===== src/sv/vau_pkg.sv =====
// Shared types and constants of the two-dimensional vector arithmetic unit.
package vau_pkg;

  localparam int FRAC_BITS_DEF = 16;
  localparam int SQRT_STEPS    = 32;
  // Squares, radicand, one stage per root bit, then rounding.
  localparam int SQRT_LAT      = SQRT_STEPS + 3;

  localparam logic signed [31:0] MAX_S32 = 32'sh7fffffff;
  localparam logic signed [31:0] MIN_S32 = 32'sh80000000;
  localparam logic [30:0]        MAX_MAG = 31'h7fffffff;

  typedef enum logic [2:0] {
    KIND_ADD    = 3'd0,
    KIND_SUB    = 3'd1,
    KIND_SCALE  = 3'd2,
    KIND_LENGTH = 3'd3,
    KIND_NORM   = 3'd4
  } kind_t;

  // Everything that travels beside the root and quotient pipelines.
  typedef struct packed {
    logic [2:0]         kind;
    logic [1:0]         neg;
    logic               zero;
    logic               sat;
    logic signed [31:0] res_x;
    logic signed [31:0] res_y;
    logic [31:0]        u_x;
    logic [31:0]        u_y;
  } side_t;

  typedef struct packed {
    side_t       side;
    logic [31:0] len;
  } tail_t;

endpackage


===== src/sv/vau_norm.sv =====
// Common left shift of both magnitudes ahead of normalisation.
module vau_norm
  import vau_pkg::*;
(
  input  logic        clk,
  input  logic        en,
  input  logic [2:0]  kind,
  input  logic [31:0] u_x,
  input  logic [31:0] u_y,
  output logic [31:0] n_x,
  output logic [31:0] n_y,
  output logic        zero
);

  logic [31:0] x;
  logic [31:0] y;
  logic [31:0] m;
  logic        is_zero;

  // Shifts of 16, 8, 4, 2 and 1 bring the larger magnitude into [2^30, 2^31].
  always_comb begin
    x       = u_x;
    y       = u_y;
    m       = (u_x > u_y) ? u_x : u_y;
    is_zero = (m == '0);
    if (kind == KIND_NORM) begin
      for (int j = 0; j < 5; j++) begin
        if (m < (32'd1 << (31 - (16 >> j)))) begin
          x = x << (16 >> j);
          y = y << (16 >> j);
          m = m << (16 >> j);
        end
      end
    end
  end

  always_ff @(posedge clk) begin
    if (en) begin
      n_x  <= x;
      n_y  <= y;
      zero <= is_zero;
    end
  end

endmodule


===== config.mk =====
export PLATFORM = sky130hd
export DESIGN_NAME = vau_norm
export DESIGN_NICKNAME = d
export VERILOG_FILES = /design/src/sv/vau_pkg.sv /design/src/sv/vau_norm.sv
export SDC_FILE = /design/constraint.sdc
export NUM_CORES = 1
export LEC_CHECK = 0
export ABC_AREA = 1
export BUFFER_PORTS_ARGS = -buffer_cell sky130_fd_sc_hd__buf_2
export CAP_MARGIN = 30
export CELL_PAD_IN_SITES_DETAIL_PLACEMENT = 1
export CELL_PAD_IN_SITES_GLOBAL_PLACEMENT = 1
export CORE_UTILIZATION = 42
export CTS_BUF_LIST = sky130_fd_sc_hd__clkbuf_8
export DETAILED_ROUTE_END_ITERATION = 7
export PLACE_DENSITY_LB_ADDON = 0.1
export SLEW_MARGIN = 20
export SYNTH_ARGS = -nofsm -noshare
export SYNTH_HDL_FRONTEND = slang
export SYNTH_SLANG_ARGS = --single-unit

===== constraint.sdc =====
create_clock -name clk -period 12.2 [get_ports clk]
set_clock_uncertainty 0.15 [all_clocks]
set_input_delay 1.83 -clock clk [delete_from_list [all_inputs] [get_ports clk]]
set_output_delay 1.83 -clock clk [all_outputs]
set_load 0.005 [all_outputs]

==> run metrics <==
outcome completed; Avg Inst Size Synth 5.73 µm²; number of routed nets with antenna violations 0; clk root buf clkbuf_8; synth warn 0; largest cells by area after synthesis nand2_1, edfxtp_1, nand3_1; share of layout cells above drive strength 1 13.2%; drt via density 5.56; DR WL/cell 19.0 µm; post-synth cell types 31; final hold violations 0; initial drt markers 719; initial antenna violation count 0; Die Y 138 µm; clk slew on worst S/H paths 0.09 ns; CP required 12.30 ns; part of the power in registers 35.2%; critical path class in2reg; ant diodes 0; Critical Path AT 8.55 ns; CTS Buf Count 9; fmax 118 MHz; post-synth net total 1457; worst hold slack 1.64 ns; CTS tree done; total vias in the final route 9227; Final Util 48.1%; hold path startpoint u_y[5]; CP Launch Point u_y[21]; Critical-path top delay cell a21oi_4; power share of the combinational group 36.4%; RSZ-0062 raised after global routing no; CTS Sinks 65; first-pass GRT wire length 50.2 mm; GP Congestion 0.955; TritonRoute pass-1 iters 6; synthesis-to-layout area growth 11.5%; row count 49; die area 19100 µm²; port bufs 133; most frequent cell on the critical path nor2_1; P_int 0.475 mW; I/O pin count 134; setup bufs post-CTS 0; final WL 31.5 mm; # setup viols final 0; sw frac 39.5%; Startpoint Class input pin; LEAKAGE 4.49 nW; placed insts 1642; Post-Syn Area 7770 µm²; CTS Buffer Depth 2; Post-synth EDFFs 65; Syn Inst Count 1356; Yosys top cell by area nand2_1; area of the core 18000 µm²; top-area cell type share of the netlist area 32.7%; Horiz. Die Dim 138 µm; crit path capture type flip-flop; Hold WC Path Type in2reg; post-detail-place hpwl 23.5 mm; final setup TNS 0 ns; pin count of the biggest net entering global routing 74; Worst Max-Slew Pin Slew 0.905 ns; pwr/cell area 90.7 nW/µm²; max cap viols 0; Nets 1527; # hold bufs at CTS 0; predominant post-synthesis flop cell edfxtp_1; H-tree depth 3; post_cts resized 0; CP Max Fanout 62; GRT overflow 0; fin. max-slew vios 0; synthesized flop and latch total 65; sw power 0.311 mW; Initial Utilization 43.1%; Final min period 8.45 ns; clock power share 28.4%; slew margin rel. 39.7%; Tcrit/Tclk final 69.2%; Post-Layout Cell Count 1660; VDD IR max 0.0562 mV; Total Routing Usage GR 33.4%; drt drc 0; vias in the first global route 9172; Seq/Total Area, Yosys 25.1%; max incr delay on CP 0.52 ns; ys async rst share 0%
[critical path, delay by kind of cell]
| family | cells | cell delay, ns |
|---|---|---|
| adders and majority gates | 1 | 0.30 |
| buffers and inverters | 6 | 1.42 |
| AOI/OAI and AO/OA | 4 | 1.39 |
| and+or+nand+nor | 20 | 3.46 |
[registers in the layout, summed over array words and instances (netlist names)]
name  cells
n_x      32
n_y      32
zero      1
[kinds of logic after synthesis]
logic type / synth area share (%)
adder cells (fa/ha/maj): 5.15
flip-flops: 25.1
AND/OR/NAND/NOR: 48.3
buffers and inverters: 9.23
AO/OA/AOI/OAI: 12.2
[final timing paths]
| kind | to | slack (ns) | depth (start not counted) |
|---|---|---|---|
| worst max-delay path | n_y[3] | 3.75 | 31 |
| worst min-delay path | n_y[5] | 1.64 | 3 |
[through the flow]
stage	power [mW]	area [µm²]	setup slack (ns)
final	0.786	8660	3.75
after global routing	0.833	8660	3.19
after CTS	0.787	8620	3.26
after detailed placement	0.563	8400	2.86
after global placement	0.556	8400	3.05
after floorplan	0.458	7770	6.90
[per-layer routing]
layer / part of all wire [%] / track usage (%)
met4: 3.2 / 12.7
met2: 46 / 55.4
met3: 5.3 / 4.71
met1: 45 / 44.0
met5: 0 / 0
[cells in the final DEF, fill, tap and decap left out, types with 2 or more instances in the layout]
cell type / instances
a21oi_1: 15
inv_2: 6
buf_12: 2
buf_2: 133
edfxtp_1: 65
bufinv_16: 2
nor2_4: 7
o21ai_1: 35
nor2_1: 59
nand2_1: 674
ha_1: 32
nand3_2: 3
nand2_2: 7
buf_4: 11
nor3_1: 2
a31oi_1: 10
o21ai_0: 107
inv_1: 72
nand3_1: 145
clkbuf_8: 9
nand3b_1: 10
clkinv_4: 3
o21a_1: 2
o211ai_1: 6
nand4_1: 4
[cell usage after synthesis (3+ instances only)]
| library cell | number |
|---|---|
| nand2_1 | 676 |
| nand3_1 | 145 |
| o21ai_0 | 107 |
| inv_1 | 72 |
| edfxtp_1 | 65 |
| nor2_1 | 59 |
| buf_2 | 42 |
| o21ai_1 | 35 |
| ha_1 | 32 |
| clkbuf_1 | 29 |
| a21oi_1 | 15 |
| buf_4 | 11 |
| a31oi_1 | 10 |
| nand3b_1 | 10 |
| inv_2 | 6 |
| nor2_4 | 6 |
| o211ai_1 | 6 |
| buf_1 | 5 |
| nand2_2 | 5 |
| nand4_1 | 4 |
| nand3_2 | 3 |
[power by group through the flow]
stage	logic, mW	clock network [mW]	registers, mW
finish	0.286	0.224	0.276
global route	0.321	0.234	0.278
CTS	0.283	0.228	0.277
detailed placement	0.281	0	0.282
global placement	0.275	0	0.280
floorplan	0.173	0	0.285
[area by class of cell]
cell class                      count  area, µm²
Clock buffer                        9        124
Clock inverter                      7        103
Fill cell                        2629       9360
Inverter                           79        297
Multi-Input combinational cell   1125       5110
Sequential cell                    65       1950
Tap cell                          229        287
Timing Repair Buffer              146        788
Note: power is estimated with default switching activity, not from simulation.
