`src/sv/vau_pkg.sv`:
```
// Shared types and constants of the two-dimensional vector arithmetic unit.
package vau_pkg;

  localparam int FRAC_BITS_DEF = 16;
  localparam int SQRT_STEPS    = 32;
  // Squares, radicand, one stage per root bit, then rounding.
  localparam int SQRT_LAT      = SQRT_STEPS + 3;

  localparam logic signed [31:0] MAX_S32 = 32'sh7fffffff;
  localparam logic signed [31:0] MIN_S32 = 32'sh80000000;
  localparam logic [30:0]        MAX_MAG = 31'h7fffffff;

  typedef enum logic [2:0] {
    KIND_ADD    = 3'd0,
    KIND_SUB    = 3'd1,
    KIND_SCALE  = 3'd2,
    KIND_LENGTH = 3'd3,
    KIND_NORM   = 3'd4
  } kind_t;

  // Everything that travels beside the root and quotient pipelines.
  typedef struct packed {
    logic [2:0]         kind;
    logic [1:0]         neg;
    logic               zero;
    logic               sat;
    logic signed [31:0] res_x;
    logic signed [31:0] res_y;
    logic [31:0]        u_x;
    logic [31:0]        u_y;
  } side_t;

  typedef struct packed {
    side_t       side;
    logic [31:0] len;
  } tail_t;

endpackage

```
`src/sv/vau_lane.sv`:
```
// One component lane: add, subtract, rounded scale and absolute value.
module vau_lane
  import vau_pkg::*;
#(
  parameter int FRAC_BITS = FRAC_BITS_DEF
) (
  input  logic               clk,
  input  logic               en,
  input  logic [2:0]         kind,
  input  logic signed [31:0] a,
  input  logic signed [31:0] b,
  input  logic signed [31:0] f,
  output logic [31:0]        abs_a,
  output logic signed [31:0] res,
  output logic               sat
);

  localparam logic signed [63:0] HALF = 64'sd1 <<< (FRAC_BITS - 1);
  localparam logic signed [63:0] HI64 = 64'(MAX_S32);
  localparam logic signed [63:0] LO64 = 64'(MIN_S32);

  logic [2:0]         kind2;
  logic signed [32:0] sum;
  logic signed [63:0] prod;
  logic signed [63:0] prod_c;
  logic signed [63:0] rnd;
  logic signed [31:0] res_next;
  logic               sat_next;

  assign prod_c = 64'(a) * 64'(f);

  always_ff @(posedge clk) begin
    if (en) begin
      kind2 <= kind;
      prod  <= prod_c;
      abs_a <= a[31] ? (~a + 32'd1) : a;
      if (kind == KIND_SUB) begin
        sum <= {a[31], a} - {b[31], b};
      end else begin
        sum <= {a[31], a} + {b[31], b};
      end
    end
  end

  assign rnd = (prod + HALF) >>> FRAC_BITS;

  always_comb begin
    res_next = '0;
    sat_next = 1'b0;
    case (kind2) inside
      KIND_ADD, KIND_SUB: begin
        if (sum[32] != sum[31]) begin
          sat_next = 1'b1;
          res_next = sum[32] ? MIN_S32 : MAX_S32;
        end else begin
          res_next = sum[31:0];
        end
      end
      KIND_SCALE: begin
        if (rnd > HI64) begin
          sat_next = 1'b1;
          res_next = MAX_S32;
        end else if (rnd < LO64) begin
          sat_next = 1'b1;
          res_next = MIN_S32;
        end else begin
          res_next = rnd[31:0];
        end
      end
      default: begin
        res_next = '0;
        sat_next = 1'b0;
      end
    endcase
  end

  always_ff @(posedge clk) begin
    if (en) begin
      res <= res_next;
      sat <= sat_next;
    end
  end

endmodule

```
`config.mk`:
```
export PLATFORM = sky130hd
export DESIGN_NAME = vau_lane
export DESIGN_NICKNAME = d
export VERILOG_FILES = /design/src/sv/vau_pkg.sv /design/src/sv/vau_lane.sv
export SDC_FILE = /design/constraint.sdc
export NUM_CORES = 2
export LEC_CHECK = 0
export BUFFER_PORTS_ARGS = -buffer_cell sky130_fd_sc_hd__buf_2
export CORE_UTILIZATION = 60
export CTS_CLUSTER_DIAMETER = 150
export CTS_CLUSTER_SIZE = 12
export DETAILED_ROUTE_END_ITERATION = 7
export PLACE_DENSITY_LB_ADDON = 0.2
export SYNTH_ARGS = -nofsm -noshare
export SYNTH_HDL_FRONTEND = slang
export SYNTH_SLANG_ARGS = --single-unit
export TNS_END_PERCENT = 5
```
`constraint.sdc`:
```
create_clock -name clk -period 11.9 [get_ports clk]
set_input_delay 0.595 -clock clk [delete_from_list [all_inputs] [get_ports clk]]
set_output_delay 0.595 -clock clk [all_outputs]
set_load 0.1 [all_outputs]
```
==> flow_metrics.py <==
metrics = {
    "route": {
        "route.met3.wl_mm": 9.83,
        "firstDrtPassIters": 6,
        "top_layer_used": "met5",
        "wirelength_mm": 115,
        "dr_wl_met2_mm": 56.1,
        "drtAntennaViolNets": 0,
        "drt-met1-wl_mm": 46.1,
        "wl_per_cell_um": 20.5,
        "viasPerCell": 5.70,
        "vias": 32100,
        "drt_iter0_markers": 2302,
        "drcViolationCount": 0,
    },
    "yosys": {
        "syn_avg_cell_area_um2": 9.60,
        "netlist_top_cells_count": "fa_1, inv_1, nand2_1",
        "synth_top_area_cell": "fa_1",
        "syn-cell-area_um2": 44900,
        "async_flop_share": 0,
        "synth_flop_cell": "edfxtp_1",
        "yosys.area.top_type_share": 0.483,
        "synth-seq-cells": 150,
        "syn-num-nets": 6078,
        "synth_cells": 4678,
        "ys_seq_area_frac": 0.100,
        "synth_edf_count": 150,
        "synth_cell_types": 79,
        "yosys_warnings": 0,
        "synth.most_common_cell": "fa_1",
        "synth.area.top_cells": "fa_1, edfxtp_1, inv_1",
    },
    "die": {
        "die_w_um": 276,
        "rows": 99,
        "dieArea_um2": 75900,
        "start_util": 0.611,
        "top_level_ports": 166,
        "fp.dieH_um": 276,
        "coreArea_um2": 73500,
    },
    "critical_path": {
        "cp_slowest_cell": "fa_1",
        "crit_arrival_ns": 8.88,
        "crit_type": "input pin to flip-flop",
        "startpoint_type": "input pin",
        "rrSetupSlack_ns": 7.69,
        "rr_startpoint": "prod[37]",
        "reg2reg_to": "res[12]",
        "worstPathMaxFanout": 32,
        "cpLargestDelayFamily": "adder cells",
        "r2r.worst_path.cells": 10,
        "critical_path_buf_inv_count": 8,
        "critPathCaptureType": "flip-flop",
        "worst_path_largest_cell_delay_ns": 0.92,
        "cpMostUsedCell": "fa_1",
        "cp.required_ns": 12.09,
    },
    "job": {
        "cap_violations": 0,
    },
    "sta": {
        "finClkSkew_ns": 0.00717,
        "rsz0062_at_grt": "false",
        "setup_slack_ns": 3.21,
        "finalCritPeriodShare": 0.731,
        "maxSlewHeadroom": 0.293,
        "max_freq_mhz": 115,
        "setup_viol": 0,
        "slew_viol_final": 0,
        "hold_viol": 0,
        "fin_crit_ns": 8.69,
        "worst_pin_slew_ns": 1.06,
        "setup_tns_ns": 0,
        "whs_ns": 0.348,
    },
    "clock_network": {
        "cts_sinks": 150,
        "clk_transition_reported_paths_ns": 0.06,
        "insertion_delay_ns": 0.44,
        "ctsHoldBuffers": 0,
        "cts_tree": "done",
        "cts_root_buf": "clkbuf_16",
        "cts_buffer_depth": 2,
        "h-tree-depth": 4,
        "post_cts_buffers": 0,
        "cts_made_buffers": 17,
        "post_cts_resized": 0,
    },
    "worst_hold_path": {
        "whs_path_depth": 1,
        "hp-start": "kind[1]",
        "hold_path_class": "input pin to flip-flop",
        "min_delay_worst_endpoint": "kind2[1]",
    },
    "place": {
        "port_buffers": 165,
        "pre_cts_ws_ns": 2.80,
        "hpwl_mm": 91.5,
        "gp_congestion": 0.963,
    },
    "final_layout": {
        "post-route-util": 0.639,
        "area_delta_synth_final_pct": 4.48,
        "nets": 6059,
        "layout-drive-gt1-share": 0.0574,
    },
    "grt": {
        "grt_pass1_wl_mm": 189,
        "grt_max_degree": 92,
        "track_usage": 0.323,
        "grt_pass1_vias": 35000,
        "antenna_found_initial": 2,
        "grt_overflow": 0,
    },
    "run_status": {
        "status": "finished, final reports clean",
    },
}
-- worst max path at each step --
stage,from,to,cells after the start
final,f[6],prod[63],27
after global routing,f[6],prod[63],27
after CTS,f[6],prod[63],24
after detailed placement,f[6],prod[63],27
after global placement,f[6],prod[63],27
after floorplan,a[31],prod[63],26
-- cells in the final DEF, fill, tap and decap left out, types with 27 or more instances in the layout --
cell / n
fa_1: 1082
inv_1: 1015
nand2_1: 591
and2_1: 508
ha_1: 217
buf_2: 164
edfxtp_1: 150
xnor2_1: 120
a21oi_1: 114
nor2_1: 96
xor2_1: 69
o21ai_0: 47
or3_1: 41
buf_4: 40
a21o_1: 39
nor2b_1: 38
nand3_1: 33
nor3_1: 29
nand4_1: 27
-- sequential cells by signal, indices dropped and copies added, names as in the netlist --
name	flops
prod	49
sum	33
abs_a	32
res	32
kind2	3
sat	1
-- layer usage --
metal | vias to the layer above | global-route usage
met3 | 240 | 0.0607
met5 | - | 0
met4 | 2 | 0.0970
met1 | 16600 | 0.431
li1 | 13900 | -
met2 | 1377 | 0.539
-- through the flow --
stage | std cells | area, µm²
floorplan | 4678 | 44900
global placement | 5599 | 46300
detailed placement | 5599 | 46300
CTS | 5631 | 46900
global route | 5632 | 46900
finish | 5632 | 46900
-- area by class of cell --
| cell class | instances | area (µm²) |
|---|---|---|
| clock buffer | 18 | 429 |
| clock inverter | 14 | 198 |
| fill | 6057 | 26600 |
| inverter | 1015 | 3810 |
| tap | 959 | 1200 |
| timing repair buffer | 205 | 1130 |
| multi-input combinational | 3270 | 35600 |
| sequential | 150 | 4500 |
| antenna | 1 | 2.50 |
-- cell families after synthesis --
kind of cell | synth area share
simple gates | 0.166
flops | 0.100
mux | 0.000697
xor+xnor | 0.0369
fa+ha+maj | 0.543
compound gates | 0.0473
buf+inv | 0.106
Power is left out: the tool's default activity adds up to more than one toggle a clock period on the data nets, which glitch-free logic cannot reach.
