### src/sv/vau_pkg.sv
// Shared types and constants of the two-dimensional vector arithmetic unit.
package vau_pkg;

  localparam int FRAC_BITS_DEF = 16;
  localparam int SQRT_STEPS    = 32;
  // Squares, radicand, one stage per root bit, then rounding.
  localparam int SQRT_LAT      = SQRT_STEPS + 3;

  localparam logic signed [31:0] MAX_S32 = 32'sh7fffffff;
  localparam logic signed [31:0] MIN_S32 = 32'sh80000000;
  localparam logic [30:0]        MAX_MAG = 31'h7fffffff;

  typedef enum logic [2:0] {
    KIND_ADD    = 3'd0,
    KIND_SUB    = 3'd1,
    KIND_SCALE  = 3'd2,
    KIND_LENGTH = 3'd3,
    KIND_NORM   = 3'd4
  } kind_t;

  // Everything that travels beside the root and quotient pipelines.
  typedef struct packed {
    logic [2:0]         kind;
    logic [1:0]         neg;
    logic               zero;
    logic               sat;
    logic signed [31:0] res_x;
    logic signed [31:0] res_y;
    logic [31:0]        u_x;
    logic [31:0]        u_y;
  } side_t;

  typedef struct packed {
    side_t       side;
    logic [31:0] len;
  } tail_t;

endpackage

### src/sv/vau_div.sv
// One lane of the pipelined rounded divider that forms a unit-vector component.
module vau_div
  import vau_pkg::*;
#(
  parameter int FRAC_BITS = FRAC_BITS_DEF
) (
  input  logic               clk,
  input  logic               en,
  input  logic [31:0]        u,
  input  logic [31:0]        len,
  output logic [FRAC_BITS:0] q
);

  localparam int DW    = 32 + FRAC_BITS;
  localparam int STEPS = FRAC_BITS + 1;

  logic [DW-1:0]      dvd_c;
  logic [DW-1:0]      dd  [0:STEPS];
  logic [31:0]        ln  [0:STEPS];
  logic [31:0]        rem [0:STEPS];
  logic [FRAC_BITS:0] qp  [0:STEPS];
  logic [31:0]        rem_nxt [1:STEPS];
  logic [FRAC_BITS:0] q_nxt   [1:STEPS];

  assign dvd_c = {u, FRAC_BITS'(0)} + DW'(len >> 1);

  // The quotient stays below 2^(FRAC_BITS+1), so the top bits start below the divisor.
  always_comb begin
    logic [32:0] rem2;
    logic        ge;
    for (int k = 1; k <= STEPS; k++) begin
      rem2 = {rem[k-1], dd[k-1][STEPS-k]};
      ge   = (rem2 >= {1'b0, ln[k-1]});
      rem_nxt[k] = ge ? 32'(rem2 - {1'b0, ln[k-1]}) : rem2[31:0];
      q_nxt[k]   = {qp[k-1][FRAC_BITS-1:0], ge};
    end
  end

  always_ff @(posedge clk) begin
    if (en) begin
      dd[0]  <= dvd_c;
      ln[0]  <= len;
      rem[0] <= {1'b0, dvd_c[DW-1:STEPS]};
      qp[0]  <= '0;
      for (int k = 1; k <= STEPS; k++) begin
        dd[k]  <= dd[k-1];
        ln[k]  <= ln[k-1];
        rem[k] <= rem_nxt[k];
        qp[k]  <= q_nxt[k];
      end
    end
  end

  assign q = qp[STEPS];

endmodule

### config.mk
export PLATFORM = sky130hd
export DESIGN_NAME = vau_div
export DESIGN_NICKNAME = d
export VERILOG_FILES = /design/src/sv/vau_pkg.sv /design/src/sv/vau_div.sv
export SDC_FILE = /design/constraint.sdc
export NUM_CORES = 2
export LEC_CHECK = 0
export BUFFER_PORTS_ARGS = -buffer_cell sky130_fd_sc_hd__buf_2
export CORE_MARGIN = 5
export CORE_UTILIZATION = 62
export CTS_CLUSTER_SIZE = 12
export DETAILED_ROUTE_END_ITERATION = 8
export HOLD_SLACK_MARGIN = 0.15
export PLACE_DENSITY = 0.78
export SKIP_LAST_GASP = 1
export SLEW_MARGIN = 10
export SYNTH_ARGS = -nofsm -noshare
export SYNTH_HDL_FRONTEND = slang
export SYNTH_SLANG_ARGS = --single-unit
### constraint.sdc
create_clock -name clk -period 4.1 [get_ports clk]
set_input_delay 0 -clock clk [delete_from_list [all_inputs] [get_ports clk]]
set_output_delay 0 -clock clk [all_outputs]
set_load 0.1 [all_outputs]
==> results.toml <==
[status]
outcome = "completed"

[global_routing]
grt_pass1_wl_um = 268000
first_global_vias = 53300
grt_use_total_pct = 27.8
grt_max_degree = 144
antenna_found_initial = 1
grt_overflow = 0

[route]
avgViaCountPerCell = 5.93
first_iter_violations = 2667
ant_nets = 0
route.detailed.wl_per_inst_um = 20.1
dr.pass1.iters = 5
routed_wl_um = 171000
drc = 0
via_count = 50300

[clock_network]
htree_levels = 4
cts_root_buffer = "clkbuf_16"
clock_path_buffers = 3
cts_buffers = 140
path_clk_slew_ns = 0.06
clock-sinks = 1241
cts_tree = "built"
clk-insertion-delay-late_ns = 0.74

[sta]
finalHoldWorstSlack_ns = 0.233
final_hold_viol_count = 0
min_period_ns = 4.07
maxSlewViolCount = 0
finalCritPeriodShare_pct = 99.2
fin_skew_ns = 0.0216
max_freq_mhz = 246
finalSetupTns_ns = 0
setup_viol = 0
slew_headroom_pct = 18.0
tightest_slew_ns = 1.23
setup_slack_ns = 0.0342

[die]
io_pins = 83
std_cell_rows = 124
die_y_um = 350
start_util_pct = 62.5
core_sq_um = 115000
die_area_sq_um = 122000
dieWidth_um = 350

[worst_setup_path]
cp-end-kind = "flip-flop"
critPathLaunchType = "flip-flop"
rr_worst_depth = 15
path_max_fanout = 6
cp_data_required_time_ns = 4.58
worst_ep_arrival_time_ns = 4.55
critPathKind = "reg2reg"

[final_layout]
drive_gt1_share_pct = 11.3
final_cell_mix = "1,241 x edfxtp_1, 671 x inv_1, 559 x ha_1, 521 x a21oi_1, 447 x nand2_1"
layout.cells.most_common = "edfxtp_1"
area_growth_pct = 13.7
finalNetCount = 7508

[placed_design]
dp_worst_setup_slack_ns = 0.108
portBuffers = 82
place_congestion = 0.965
dp_hpwl_um = 129000

[power_and_ir_drop]
p_int_mw = 40.0
netSwitchingPower_mw = 24.4
pwr-share-clk_pct = 18.4
ir_drop_mv = 0.484
power.density_nw_per_um2 = 791
p_leak_nw = 34.1
p_sw_share_pct = 37.8
seqPwrFrac_pct = 32.3
p_comb_share_pct = 49.3

[logic_synthesis]
ys_warn_count = 0
synthCells = 6396
synthesis.nets = 7038
yosys.area.top_type = "edfxtp_1"
ys_seq_area_share_pct = 52.1
synth-seq-cells = 1241
synth_area_sq_um = 71600
async_flop_share_pct = 0
synthFlopType = "edfxtp_1"
yosys.area.top_type_share_pct = 52.1
synth_enable_flop_cells = 1241
netlist-cell-type-count = 88
synthTopCellsByArea = "edfxtp_1 52%, ha_1 9.8%, a21oi_1 3.7%"
syn_area_per_cell_sq_um = 11.2

[run]
cap_violations = 0

[hold_path]
hold_path.class = "in2reg"
hold_depth = 3
## repair_timing
action	4_1_cts	5_1_grt
buffers inserted	0	1
endpoints found under the setup margin	0	70
hold buffers	136	0
resized for setup	0	19
hold endpoints to repair	266	0
## registers in the layout, indices dropped and copies added (netlist names)
register  count
dd          287
qp          153
ln          288
rem         513
## logic make-up after synthesis
| kind of cell | share of synthesized area, % |
|---|---|
| AOI/OAI and AO/OA | 15.4 |
| xor gates and xnor gates | 5.73 |
| adders and majority gates | 10.2 |
| buffers and inverters | 4.34 |
| DFF | 52.1 |
| muxes | 3.42 |
| and+or+nand+nor | 8.79 |
## synthesized netlist by cell type, types with 36 or more instances
| cell type | n |
|---|---|
| edfxtp_1 | 1241 |
| inv_1 | 671 |
| ha_1 | 559 |
| a21oi_1 | 526 |
| nand2_1 | 447 |
| o21ai_0 | 422 |
| nor2_1 | 328 |
| a21o_1 | 283 |
| xnor2_1 | 282 |
| mux2_2 | 202 |
| xor2_1 | 186 |
| clkbuf_1 | 103 |
| nand4_1 | 86 |
| nor2b_1 | 86 |
| nand3_1 | 80 |
| o21bai_1 | 78 |
| nand2b_1 | 75 |
| nor3_1 | 73 |
| o21a_1 | 68 |
| a31oi_1 | 56 |
| and3_1 | 47 |
| o31ai_1 | 40 |
| a211oi_1 | 36 |
## critical path, stage by stage, from the launching register on
cell	delay (ns)
edfxtp_1	0.40
inv_1	0.06
ha_1	0.29
nor2b_1	0.13
o21ai_1	0.09
a21o_1	0.21
a21oi_1	0.22
a221o_1	0.30
a41o_1	0.33
a41oi_2	0.20
buf_4	0.19
o21ai_0	0.52
a41oi_4	0.21
buf_4	0.20
inv_1	0.11
mux2_2	0.36
## metal layers
layer | wire [um] | track usage [%]
met5 | 0 | 0
met4 | 15600 | 21.0
met3 | 4950 | 3.16
met2 | 95900 | 57.0
met1 | 54400 | 24.1
## metrics by stage
step           utilization [%]  area, sq um  cells  total power [mW]
2_1_floorplan                -        71600   6396              42.8
3_3_place_gp              66.0        75600   8099              51.2
3_5_place_dp              66.0        75600   8099              52.0
4_1_cts                   71.0        81300   8476              64.3
5_1_grt                   71.1        81400   8477              68.5
6_report                  71.1        81400   8478              64.4
## power groups by stage
stage                     clock network, mW  registers, mW  logic, mW
after floorplan                           0           20.4       22.4
after global placement                    0           20.9       30.3
after detailed placement                  0           21.0       31.1
after CTS                              12.1           20.8       31.4
after global routing                   12.6           21.1       34.8
final                                  11.9           20.8       31.7
## worst paths after layout
kind	from	endpoint	slack [ns]
max	dd[13][0]$_DFFE_PP_	rem[14][27]$_DFFE_PP_	0.03
min reg2reg	qp[10][3]$_DFFE_PP_	qp[11][4]$_DFFE_PP_	0.40
min	u[1]	dd[0][17]$_DFFE_PP_	0.23
max reg2reg	dd[13][0]$_DFFE_PP_	rem[14][27]$_DFFE_PP_	0.03
## area by class of cell
class                      count  area, sq um
sequential                  1241        37300
fill                        7858        33100
multi-input combinational   4352        31500
timing repair buffer         460         3920
clock buffer                 164         3640
inverter                     671         2520
tap                         1512         1890
clock inverter                77          683
antenna                        1         2.50
Note: power is estimated with default switching activity, not from simulation.
